[src/rtl/core/ldvw_pkg.sv]
package ldvw_pkg;

  localparam int QUEUE_DEPTH = 2;

  localparam logic [7:0]  ADDR_CMD_BASE = 8'h80;
  localparam logic [7:0]  ASCII_ZERO    = 8'h30;
  localparam logic [13:0] MAX_FOUR      = 14'd9999;
  localparam logic [13:0] MAX_TWO       = 14'd99;
  localparam logic [13:0] PLACE_1000    = 14'd1000;
  localparam logic [13:0] PLACE_100     = 14'd100;
  localparam logic [13:0] PLACE_10      = 14'd10;

  localparam logic [2:0] IDX_ADDR = 3'd0;
  localparam logic [2:0] IDX_LAST = 3'd4;
  localparam logic [2:0] TWO_SKIP = 3'd2;

  typedef struct packed {
    logic        command;
    logic [6:0]  position;
    logic [13:0] value;
  } in_word_t;

  typedef struct packed {
    logic       is_data;
    logic [7:0] bus_byte;
    logic       last;
  } out_word_t;

  // dig[0] thousands .. dig[3] units
  typedef struct packed {
    logic            four;
    logic [6:0]      position;
    logic [3:0][3:0] dig;
  } job_t;

  typedef struct packed {
    logic [3:0]  digit;
    logic [13:0] rest;
  } split_t;

  function automatic split_t split_digit(input logic [13:0] num, input logic [13:0] place);
    split_t      res;
    logic [17:0] lim;
    res.digit = '0;
    for (int k = 1; k < 10; k++) begin
      lim = 18'(k) * {4'b0, place};
      if ({4'b0, num} >= lim) begin
        res.digit = 4'(k);
      end
    end
    lim = {14'b0, res.digit} * {4'b0, place};
    res.rest = num - lim[13:0];
    return res;
  endfunction

endpackage

[src/rtl/core/ldvw_front.sv]
module ldvw_front (
  input  logic               clk,
  input  logic               rst_n,
  input  logic               in_valid,
  output logic               in_stall,
  input  ldvw_pkg::in_word_t in_word,
  output logic               push,
  output ldvw_pkg::job_t     push_job,
  input  logic               full
);

  logic           en;
  logic [13:0]    sat;
  ldvw_pkg::split_t sp_a, sp_b, sp_c;

  logic           a_v_r, b_v_r, c_v_r;
  logic           a_four_r, b_four_r;
  logic [6:0]     a_pos_r, b_pos_r;
  logic [13:0]    a_rem_r, b_rem_r;
  logic [3:0]     a_d0_r, b_d0_r, b_d1_r;
  ldvw_pkg::job_t c_job_r;

  assign en       = !(c_v_r && full);
  assign in_stall = !en;
  assign push     = c_v_r && !full;
  assign push_job = c_job_r;

  always_comb begin
    if (in_word.command) begin
      sat = (in_word.value > ldvw_pkg::MAX_FOUR) ? ldvw_pkg::MAX_FOUR : in_word.value;
    end else begin
      sat = (in_word.value > ldvw_pkg::MAX_TWO) ? ldvw_pkg::MAX_TWO : in_word.value;
    end
  end

  assign sp_a = ldvw_pkg::split_digit(sat, ldvw_pkg::PLACE_1000);
  assign sp_b = ldvw_pkg::split_digit(a_rem_r, ldvw_pkg::PLACE_100);
  assign sp_c = ldvw_pkg::split_digit(b_rem_r, ldvw_pkg::PLACE_10);

  always_ff @(posedge clk) begin
    if (!rst_n) begin
      a_v_r <= 1'b0;
      b_v_r <= 1'b0;
      c_v_r <= 1'b0;
    end else if (en) begin
      a_v_r <= in_valid;
      b_v_r <= a_v_r;
      c_v_r <= b_v_r;
    end
  end

  always_ff @(posedge clk) begin
    if (en) begin
      a_four_r <= in_word.command;
      a_pos_r  <= in_word.position;
      a_rem_r  <= sp_a.rest;
      a_d0_r   <= sp_a.digit;

      b_four_r <= a_four_r;
      b_pos_r  <= a_pos_r;
      b_rem_r  <= sp_b.rest;
      b_d0_r   <= a_d0_r;
      b_d1_r   <= sp_b.digit;

      c_job_r.four     <= b_four_r;
      c_job_r.position <= b_pos_r;
      c_job_r.dig[0]   <= b_d0_r;
      c_job_r.dig[1]   <= b_d1_r;
      c_job_r.dig[2]   <= sp_c.digit;
      c_job_r.dig[3]   <= sp_c.rest[3:0];
    end
  end

endmodule

[src/rtl/core/ldvw_queue.sv]
module ldvw_queue #(
  parameter int DEPTH = ldvw_pkg::QUEUE_DEPTH
) (
  input  logic           clk,
  input  logic           rst_n,
  input  logic           push,
  input  ldvw_pkg::job_t push_job,
  output logic           full,
  input  logic           pop,
  output logic           head_valid,
  output ldvw_pkg::job_t head_job
);

  localparam int PW = (DEPTH > 1) ? $clog2(DEPTH) : 1;
  localparam int CW = $clog2(DEPTH + 1);
  localparam logic [PW-1:0] LAST_PTR = PW'(DEPTH - 1);
  localparam logic [CW-1:0] FULL_CNT = CW'(DEPTH);

  ldvw_pkg::job_t mem [DEPTH];
  logic [PW-1:0]  wr_ptr_r, rd_ptr_r;
  logic [CW-1:0]  cnt_r;
  logic           do_push, do_pop;

  assign full       = (cnt_r == FULL_CNT);
  assign head_valid = (cnt_r != '0);
  assign head_job   = mem[rd_ptr_r];
  assign do_push    = push && !full;
  assign do_pop     = pop && head_valid;

  always_ff @(posedge clk) begin
    if (!rst_n) begin
      wr_ptr_r <= '0;
      rd_ptr_r <= '0;
      cnt_r    <= '0;
    end else begin
      if (do_push) begin
        wr_ptr_r <= (wr_ptr_r == LAST_PTR) ? '0 : wr_ptr_r + 1'b1;
      end
      if (do_pop) begin
        rd_ptr_r <= (rd_ptr_r == LAST_PTR) ? '0 : rd_ptr_r + 1'b1;
      end
      if (do_push && !do_pop) begin
        cnt_r <= cnt_r + 1'b1;
      end else if (do_pop && !do_push) begin
        cnt_r <= cnt_r - 1'b1;
      end
    end
  end

  always_ff @(posedge clk) begin
    if (do_push) begin
      mem[wr_ptr_r] <= push_job;
    end
  end

endmodule

[src/rtl/core/ldvw_back.sv]
module ldvw_back (
  input  logic                clk,
  input  logic                rst_n,
  input  logic                head_valid,
  input  ldvw_pkg::job_t      head_job,
  output logic                pop,
  output logic                out_valid,
  input  logic                out_stall,
  output ldvw_pkg::out_word_t out_word
);

  logic                adv;
  logic [2:0]          idx_r;
  logic [2:0]          eff;
  logic [1:0]          dsel;
  logic                is_last;
  logic                out_valid_r;
  ldvw_pkg::out_word_t out_word_r;
  ldvw_pkg::out_word_t word_nxt;

  assign adv     = !out_valid_r || !out_stall;
  assign eff     = head_job.four ? idx_r : idx_r + ldvw_pkg::TWO_SKIP;
  assign dsel    = 2'(eff - 3'd1);
  assign is_last = (idx_r != ldvw_pkg::IDX_ADDR) && (eff == ldvw_pkg::IDX_LAST);
  assign pop     = adv && head_valid && is_last;

  always_comb begin
    if (idx_r == ldvw_pkg::IDX_ADDR) begin
      word_nxt.is_data  = 1'b0;
      word_nxt.bus_byte = ldvw_pkg::ADDR_CMD_BASE | {1'b0, head_job.position};
      word_nxt.last     = 1'b0;
    end else begin
      word_nxt.is_data  = 1'b1;
      word_nxt.bus_byte = ldvw_pkg::ASCII_ZERO | {4'b0, head_job.dig[dsel]};
      word_nxt.last     = is_last;
    end
  end

  always_ff @(posedge clk) begin
    if (!rst_n) begin
      out_valid_r <= 1'b0;
      idx_r       <= ldvw_pkg::IDX_ADDR;
    end else if (adv) begin
      out_valid_r <= head_valid;
      if (head_valid) begin
        idx_r <= is_last ? ldvw_pkg::IDX_ADDR : idx_r + 3'd1;
      end
    end
  end

  always_ff @(posedge clk) begin
    if (adv && head_valid) begin
      out_word_r <= word_nxt;
    end
  end

  assign out_valid = out_valid_r;
  assign out_word  = out_word_r;

endmodule

[src/rtl/core/lcd_decimal_value_writer_unit.sv]
// channel | ports                        | word
// in      | in_valid, in_stall, in_word   | command, position, value
// out     | out_valid, out_stall, out_word | is_data, bus_byte, last
//
// Front: three-stage digit split (thousands, hundreds, tens/units), one request per cycle unless stalled.
// Back: one bus byte per cycle while out_stall is low, 3 per two-digit request, 5 per four-digit request;
// the back end's byte sequencer sets the sustained rate.
// Path from accept to the address byte: 3 front stages, the queue write, then the output register.
// Synchronous active-low reset clears valids, pointers and the byte index.
// out_stall holds the output word; a full queue with a job in the last front stage stalls the whole front pipeline.
module lcd_decimal_value_writer_unit #(
  parameter int QUEUE_DEPTH = ldvw_pkg::QUEUE_DEPTH
) (
  input  logic                clk,
  input  logic                rst_n,
  input  logic                in_valid,
  output logic                in_stall,
  input  ldvw_pkg::in_word_t  in_word,
  output logic                out_valid,
  input  logic                out_stall,
  output ldvw_pkg::out_word_t out_word
);

  logic           push, full, pop, head_valid;
  ldvw_pkg::job_t push_job, head_job;

  ldvw_front u_front (
    .clk      (clk),
    .rst_n    (rst_n),
    .in_valid (in_valid),
    .in_stall (in_stall),
    .in_word  (in_word),
    .push     (push),
    .push_job (push_job),
    .full     (full)
  );

  ldvw_queue #(
    .DEPTH (QUEUE_DEPTH)
  ) u_queue (
    .clk        (clk),
    .rst_n      (rst_n),
    .push       (push),
    .push_job   (push_job),
    .full       (full),
    .pop        (pop),
    .head_valid (head_valid),
    .head_job   (head_job)
  );

  ldvw_back u_back (
    .clk        (clk),
    .rst_n      (rst_n),
    .head_valid (head_valid),
    .head_job   (head_job),
    .pop        (pop),
    .out_valid  (out_valid),
    .out_stall  (out_stall),
    .out_word   (out_word)
  );

endmodule

[config.mk]
export PLATFORM = sky130hd
export DESIGN_NAME = lcd_decimal_value_writer_unit
export DESIGN_NICKNAME = d
export VERILOG_FILES = /design/src/rtl/core/ldvw_pkg.sv /design/src/rtl/core/ldvw_front.sv /design/src/rtl/core/ldvw_queue.sv /design/src/rtl/core/ldvw_back.sv /design/src/rtl/core/lcd_decimal_value_writer_unit.sv
export SDC_FILE = /design/constraint.sdc
export NUM_CORES = 1
export LEC_CHECK = 0
export BUFFER_PORTS_ARGS = -buffer_cell sky130_fd_sc_hd__buf_2
export CAP_MARGIN = 25
export CELL_PAD_IN_SITES_DETAIL_PLACEMENT = 1
export CELL_PAD_IN_SITES_GLOBAL_PLACEMENT = 1
export CORE_UTILIZATION = 46
export CTS_CLUSTER_DIAMETER = 60
export DETAILED_ROUTE_END_ITERATION = 7
export GPL_ROUTABILITY_DRIVEN = 1
export PLACE_DENSITY = 0.85
export SYNTH_ARGS = -nofsm -noshare
export SYNTH_HDL_FRONTEND = slang
export SYNTH_HIERARCHICAL = 1
export SYNTH_SLANG_ARGS = --single-unit
[constraint.sdc]
create_clock -name clk -period 5.5 [get_ports clk]
set_input_delay 1.1 -clock clk [delete_from_list [all_inputs] [get_ports clk]]
set_output_delay 1.1 -clock clk [all_outputs]
set_load 0.01 [all_outputs]
==> impl_metrics.env, run 1 <==
export IMPL_outcome="finished clean"
export IMPL_root_buffer="clkbuf_16"
export IMPL_dr_max_layer_used="met4"
export IMPL_crit_chain="buf_2, nor4_4, buf_4, a31oi_4, a21oi_2, inv_1, or4_1, a31o_1, a31oi_2, a211oi_2, buf_4, fa_1, inv_1, ha_1, a21o_1, a21oi_2, xnor2_1, ha_1, a21oi_2, a21oi_1, a211o_1, a21oi_2, xnor2_1"
export IMPL_cts_tree="yes"
export IMPL_h_tree_depth=4
export IMPL_drt_iter0_drc=203
export IMPL_n_antenna_cell=0
export IMPL_num_vias=5281
export IMPL_min_period_over_period_pct=98.79
export IMPL_synthFlopType="edfxtp_1"
export IMPL_initial_core_util_pct=47.22
export IMPL_power_leakage_nw=3.831
export IMPL_synth_edff_count=138
export IMPL_grt_pass1_vias=5887
export IMPL_netlist_area_leader_share_pct=52.92
export IMPL_crit_slowest_cell="fa_1"
export IMPL_worst_pin_slew_ns=1.044
export IMPL_path_max_fanout=5
export IMPL_layout_commonest_cell="edfxtp_1"
export IMPL_cpMostUsedCell="a21oi_2"
export IMPL_yosysWarnings=6
export IMPL_clk_latency_ns=0.43
export IMPL_critPathBufInv=5
export IMPL_drive_above_1_share_pct=28.48
export IMPL_maxSlewViolCount=0
export IMPL_layout_common_cells="138 x edfxtp_1, 69 x buf_4, 52 x inv_1"
export IMPL_maxCapViolations=0
export IMPL_dpl_instance_area_mm2=0.008875
export IMPL_synth_nets=697
export IMPL_skew_ns=0.01045
export IMPL_ys_seq_elements=150
export IMPL_ant_nets=0
export IMPL_fmax_mhz=184.0
export IMPL_numCtsBuffers=17
export IMPL_dieHeight_um=132.5
export IMPL_drcViolationCount=0
export IMPL_finalSetupViolations=0
export IMPL_grt_ovfl_total=0
export IMPL_core_area_mm2=0.01658
export IMPL_startpoint="in_word[12]"
export IMPL_cellPowerDensity_mw_per_mm2=439.7
export IMPL_nFillCells=1689
export IMPL_relSlewSlack_pct=30.43
export IMPL_clock_sinks=150
export IMPL_yosysSeqAreaShare_pct=55.99
export IMPL_critPathArrivalTime_ns=5.61
export IMPL_gp_congestion=0.8711
export IMPL_cts_buffer_depth=2
export IMPL_drt_pass1_iterations=4
export IMPL_irDropWorstVdd_v=0.0002115
export IMPL_wl_met1_mm=7.190
export IMPL_wl_met3_um=546
export IMPL_setup_ws_ns=0.06656
export IMPL_routedWlPerCell_um=20.09
export IMPL_yosysUniqueCellTypes=74
export IMPL_synthTopCellsByArea="edfxtp_1 53%, ha_1 7.4%, mux2_2 4.0%, dfxtp_1 3.1%, fa_1 2.6%"
export IMPL_critical_path_required_ns=5.68
export IMPL_avgViaCountPerCell=5.495
export IMPL_hp_class="reg -> reg"
export IMPL_area_growth_synth_to_final_pct=21.48
export IMPL_rows=47
export IMPL_clkSlewWorstSetupHoldPaths_ns=0.07
export IMPL_end_kind="register"
export IMPL_slowest_delay_ns=0.54
export IMPL_netlist_instances=615
export IMPL_avgSynthCellArea_um2=12.73
export IMPL_rsz0062_at_grt="yes"
export IMPL_fin_nets=810
export IMPL_port_buffers=37
export IMPL_met2_length_mm=10.85
export IMPL_synth_top_area_cell="edfxtp_1"
export IMPL_drt_wl_total_mm=19.30
export IMPL_grt_first_pass_wirelength_mm=30.53
export IMPL_antenna_found_initial=0
export IMPL_critPathTopFamily="compound AO/OA/AOI/OAI gates"
export IMPL_io_pins=38
export IMPL_die_w_um=132.5
export IMPL_stdcell_area_mm2=0.009512
export IMPL_synthArstFlopShare_pct=0
export IMPL_place_worst_setup_slack_ns=-0.3727
export IMPL_cp_start_kind="primary input"
export IMPL_synth_area_mm2=0.007830
export IMPL_die_area_mm2=0.01755
export IMPL_track_usage_pct=23.10
export IMPL_hold_viol=0
export IMPL_r2r_start="u_front/a_rem_r[12]$_DFFE_PN_"
export IMPL_worstHoldStart="u_front/b_d0_r[0]$_DFFE_PN_"
export IMPL_period_minus_slack_ns=5.433
export IMPL_dp_hpwl_mm=13.68
export IMPL_grt_max_degree=83
export IMPL_critPathKind="in -> reg"
## path summary, 6_finish.rpt
check,end,slack [ns],cells past startpoint
hold / removal,u_front/push_job[0]$_DFFE_PN_,0.42,0
setup reg to reg,u_front/b_rem_r[13]$_DFFE_PN_,0.34,20
setup / recovery,u_front/a_rem_r[13]$_DFFE_PN_,0.07,23
hold reg to reg,u_front/push_job[0]$_DFFE_PN_,0.42,0
## routing by layer
layer | global-route usage, % | up-vias
met4 | 11.30 | 0
li1 | - | 2477
met2 | 44.44 | 119
met1 | 23.38 | 2633
met5 | 0 | -
met3 | 4.981 | 52
## layout make-up
class,instances,area (um^2),area share [%]
Multi-Input combinational cell,397,3298,34.68
Tap cell,220,275.3,2.894
Sequential cell,150,4384,46.09
Timing Repair Buffer,108,758.2,7.972
Clock inverter,14,163.9,1.723
Clock buffer,18,429.2,4.512
Inverter,54,202.7,2.131
## cells in the mapped netlist (2+ instances only)
| cell type | n |
|---|---|
| nand2_1 | 35 |
| nand3_1 | 11 |
| nand4_1 | 2 |
| xor2_1 | 16 |
| a211oi_1 | 3 |
| o21ai_1 | 4 |
| o22ai_1 | 4 |
| fa_1 | 10 |
| a31oi_1 | 4 |
| ha_1 | 46 |
| o311a_1 | 2 |
| nor2_2 | 2 |
| a21boi_0 | 6 |
| o21ai_2 | 2 |
| buf_4 | 3 |
| o21bai_1 | 4 |
| nand2b_1 | 9 |
| clkbuf_1 | 4 |
| xnor2_1 | 21 |
| inv_1 | 53 |
| nor3_1 | 9 |
| nor3_2 | 2 |
| a21oi_2 | 2 |
| mux4_2 | 4 |
| a21boi_1 | 2 |
| and2_1 | 7 |
| nor2_1 | 36 |
| edfxtp_1 | 138 |
| or4_1 | 3 |
| or3_1 | 3 |
| o31ai_1 | 4 |
| a211o_1 | 4 |
| a22oi_1 | 2 |
| o21a_1 | 6 |
| o21ai_0 | 21 |
| a21o_1 | 10 |
| mux2_2 | 28 |
| a21oi_1 | 31 |
| or2_2 | 3 |
| nor2b_1 | 9 |
| buf_6 | 2 |
| dfxtp_1 | 12 |
| buf_2 | 5 |
## timing repair
| item | 4_1_cts | 5_1_grt |
|---|---|---|
| hold buffers | 0 | 0 |
| endpoints found under the setup margin | 0 | 3 |
| buffers inserted | 0 | 4 |
| gates resized for setup | 0 | 2 |
## metrics by stage
step | setup TNS (ns) | cells | power [W] | util (%) | hold slack (ns)
4_1_cts | 0 | 957 | 0.004181 | 57.09 | 0.4230
6_report | 0 | 961 | 0.004182 | 57.36 | 0.4242
3_3_place_gp | -0.2901 | 923 | 0.002839 | 53.18 | 0.4011
5_1_grt | -0.2499 | 961 | 0.004378 | 57.36 | 0.4274
3_5_place_dp | -1.048 | 925 | 0.002962 | 53.52 | 0.4056
2_1_floorplan | -0.01581 | 615 | 0.002520 | - | 0.4003
## sequential cells by signal, indices dropped and copies added, names as in the netlist, named ones only
register and cells:
u_front/b_v_r 1, u_front/a_four_r 1, u_queue/rd_ptr_r 1, u_front/b_d1_r 4
u_front/c_v_r 1, u_front/b_rem_r 14, u_queue/cnt_r 2, u_back/out_word 10
u_front/a_d0_r 4, u_back/idx_r 3, u_front/a_pos_r 7, u_queue/wr_ptr_r 1
u_front/b_d0_r 4, u_queue/mem 48, u_front/push_job 24, u_front/a_rem_r 14
u_front/a_v_r 1, u_front/b_pos_r 7, u_front/b_four_r 1, u_back/out_valid 1
## kinds of logic after synthesis
group                    Yosys count  share of synthesized area, %
flip-flops                       150                         55.99
AND/OR/NAND/NOR                  145                         9.987
AO/OA/AOI/OAI                    127                         11.12
buffers and inverters             68                         3.675
adder cells (fa/ha/maj)           56                         9.907
XOR/XNOR                          37                         4.139
multiplexers                      32                         5.177
## power breakdown
group          leakage (nW)  internal [W]  switching (W)  total, W
clock                 0.286      0.000681       0.000481   0.00116
combinational          2.08      0.000641       0.000754   0.00140
sequential             1.47       0.00147       0.000150   0.00162
(Power assumes the default switching activity.)
==> run 2, diff against run 1 <==
--- a/config.mk
+++ b/config.mk
@@ -9,11 +9,11 @@
 export CAP_MARGIN = 25
 export CELL_PAD_IN_SITES_DETAIL_PLACEMENT = 1
 export CELL_PAD_IN_SITES_GLOBAL_PLACEMENT = 1
-export CORE_UTILIZATION = 46
+export CORE_UTILIZATION = 51
 export CTS_CLUSTER_DIAMETER = 60
 export DETAILED_ROUTE_END_ITERATION = 7
 export GPL_ROUTABILITY_DRIVEN = 1
-export PLACE_DENSITY = 0.85
+export PLACE_DENSITY = 0.89
 export SYNTH_ARGS = -nofsm -noshare
 export SYNTH_HDL_FRONTEND = slang
 export SYNTH_HIERARCHICAL = 1
==> constraint.sdc (replaced) <==
create_clock -name clk -period 5.6 [get_ports clk]
set_input_delay 1.12 -clock clk [delete_from_list [all_inputs] [get_ports clk]]
set_output_delay 1.12 -clock clk [all_outputs]
set_load 0.01 [all_outputs]
==> impl_metrics.env, run 2 (same netlist as run 1, synthesis figures left out) <==
export IMPL_outcome="complete, but fails checks"
export IMPL_violations="setup timing"
export IMPL_clkPwrFrac_pct=25.4
export IMPL_critPathKind="in -> reg"
export IMPL_maxSlewViolCount=0
export IMPL_place_worst_setup_slack_ns=-0.3483
export IMPL_rsz0062_at_grt="yes"
export IMPL_hold_viol=0
export IMPL_n_antenna_cell=0
export IMPL_p_int_w=0.002725
export IMPL_antenna_found_initial=0
export IMPL_fin_nets=816
export IMPL_critPathArrivalTime_ns=5.81
export IMPL_ant_nets=0
export IMPL_maxCapViolations=0
export IMPL_grt_pass1_vias=5921
export IMPL_utilization_pct=65.39
export IMPL_r2r_start="u_front/a_rem_r[13]$_DFFE_PN_"
export IMPL_cts_tree="yes"
export IMPL_rows=44
export IMPL_fin_hold_ws_ns=0.4203
export IMPL_drcViolationCount=0
export IMPL_holdBufCountCts=0
export IMPL_setup_ws_ns=-0.04001
export IMPL_cellPowerDensity_mw_per_mm2=423.8
export IMPL_critical_path_required_ns=5.77
export IMPL_path_max_fanout=4
export IMPL_clock_sinks=150
export IMPL_grt_ovfl_total=0
export IMPL_dieHeight_um=125.9
export IMPL_multiInputGateArea_mm2=0.003468
export IMPL_io_pins=38
export IMPL_clk_latency_ns=0.42
export IMPL_irDropWorstVdd_v=0.0002401
export IMPL_die_area_mm2=0.01585
export IMPL_track_usage_pct=25.35
export IMPL_die_w_um=125.9
export IMPL_gp_congestion=0.8725
export IMPL_p_seq_share_pct=39.0
export IMPL_largest_register_ffs=48
export IMPL_grt_max_degree=83
export IMPL_combPwrFrac_pct=35.6
export IMPL_swShare_pct=33.34
export IMPL_dp_hpwl_mm=13.64
export IMPL_area_growth_synth_to_final_pct=23.22
export IMPL_drive_above_1_share_pct=31.54
export IMPL_startpoint="in_word[8]"
export IMPL_hp_class="reg -> reg"
export IMPL_port_buffers=37
export IMPL_routedWlPerCell_um=22.60
export IMPL_num_vias=5415
export IMPL_period_minus_slack_ns=5.640
export IMPL_top_register="u_queue/mem"
export IMPL_relSlewSlack_pct=30.22
export IMPL_layout_commonest_cell="edfxtp_1"
export IMPL_min_period_over_period_pct=100.7
export IMPL_drt_iter0_drc=255
export IMPL_skew_ns=0.007291
export IMPL_numCtsBuffers=17
export IMPL_layout_common_cells="138 x edfxtp_1, 76 x buf_4, 51 x inv_1"
export IMPL_fin_setup_tns_ns=-0.04001
export IMPL_power_leakage_nw=3.850
export IMPL_worstHoldStart="u_front/a_pos_r[0]$_DFFE_PN_"
export IMPL_worst_pin_slew_ns=1.047
export IMPL_avgViaCountPerCell=5.829
export IMPL_drt_wl_total_mm=20.99
export IMPL_h_tree_depth=4
export IMPL_ff_latch_area_mm2=0.004384
export IMPL_cts_buffer_depth=2
export IMPL_end_kind="register"
export IMPL_root_buffer="clkbuf_16"
export IMPL_grt_first_pass_wirelength_mm=30.35
export IMPL_nFillCells=1430
export IMPL_drt_pass1_iterations=4
export IMPL_netSwitchingPower_w=0.001363
export IMPL_clkSlewWorstSetupHoldPaths_ns=0.06
export IMPL_initial_core_util_pct=53.07
export IMPL_core_area_mm2=0.01475
export IMPL_finalSetupViolations=1
export IMPL_fmax_mhz=177.3
export IMPL_cp_start_kind="primary input"
[run 2: cell type report]
cell class / instances / share of cell area [%]
Sequential cell: 150 / 45.44
Multi-Input combinational cell: 397 / 35.95
Timing Repair Buffer: 114 / 8.546
Clock buffer: 18 / 4.448
Tap cell: 184 / 2.386
Inverter: 54 / 2.101
Clock inverter: 12 / 1.128
[run 2: layer usage]
layer | vias to the layer above | wire (um) | GRT usage, %
met2 | 138 | 11910 | 50.18
met3 | 63 | 703 | 4.630
met4 | 0 | 850 | 11.91
met5 | - | 0 | 0
met1 | 2729 | 7527 | 25.21
li1 | 2485 | - | -
[run 2: power by group through the flow]
stage	Sequential (W)	Clock, W	Combinational (W)
after detailed placement	0.00161	0	0.00127
after global placement	0.00158	0	0.00116
after CTS	0.00159	0.00106	0.00132
after floorplan	0.00153	0	0.000926
after global routing	0.00161	0.00109	0.00158
final	0.00160	0.00104	0.00146
[run 2: path summary, 6_finish.rpt]
| kind | endpoint | slack, ns | depth (start not counted) |
|---|---|---|---|
| max | u_front/a_rem_r[13]$_DFFE_PN_ | -0.04 | 24 |
| min | u_front/b_pos_r[0]$_DFFE_PN_ | 0.42 | 0 |
| max reg2reg | u_front/b_rem_r[13]$_DFFE_PN_ | 0.41 | 20 |
| min reg2reg | u_front/b_pos_r[0]$_DFFE_PN_ | 0.42 | 0 |
[run 2: what timing repair did]
| action | in CTS | in global routing |
|---|---|---|
| endpoints found under the setup margin | 0 | 3 |
| endpoints found under the hold margin | 0 | 0 |
| buffers inserted | 0 | 12 |
| gates resized for setup | 0 | 47 |
[run 2: stage by stage]
step           cells  total power [W]  cell area [um^2]
6_report         929         0.004089              9648
5_1_grt          929         0.004282              9648
4_1_cts          916         0.003969              9278
3_5_place_dp     886         0.002878              8740
3_3_place_gp     885         0.002744              8712
2_1_floorplan    615         0.002460              7895
[run 2: worst max-delay path, cell delays in order]
cell and delay, ns:
buf_4 0.13, nor4_4 0.37, buf_4 0.19, nand3_2 0.13, o22ai_2 0.24, buf_6 0.16
a31oi_2 0.11, nor3_2 0.30, o41ai_4 0.14, a31oi_4 0.22, a211oi_2 0.08, buf_4 0.16
fa_1 0.54, inv_1 0.07, ha_4 0.25, a21o_1 0.20, a21oi_2 0.16, o21bai_2 0.09
xor2_1 0.21, xor2_1 0.32, nor3_1 0.11, a211o_1 0.28, a21oi_2 0.14, xnor2_1 0.08
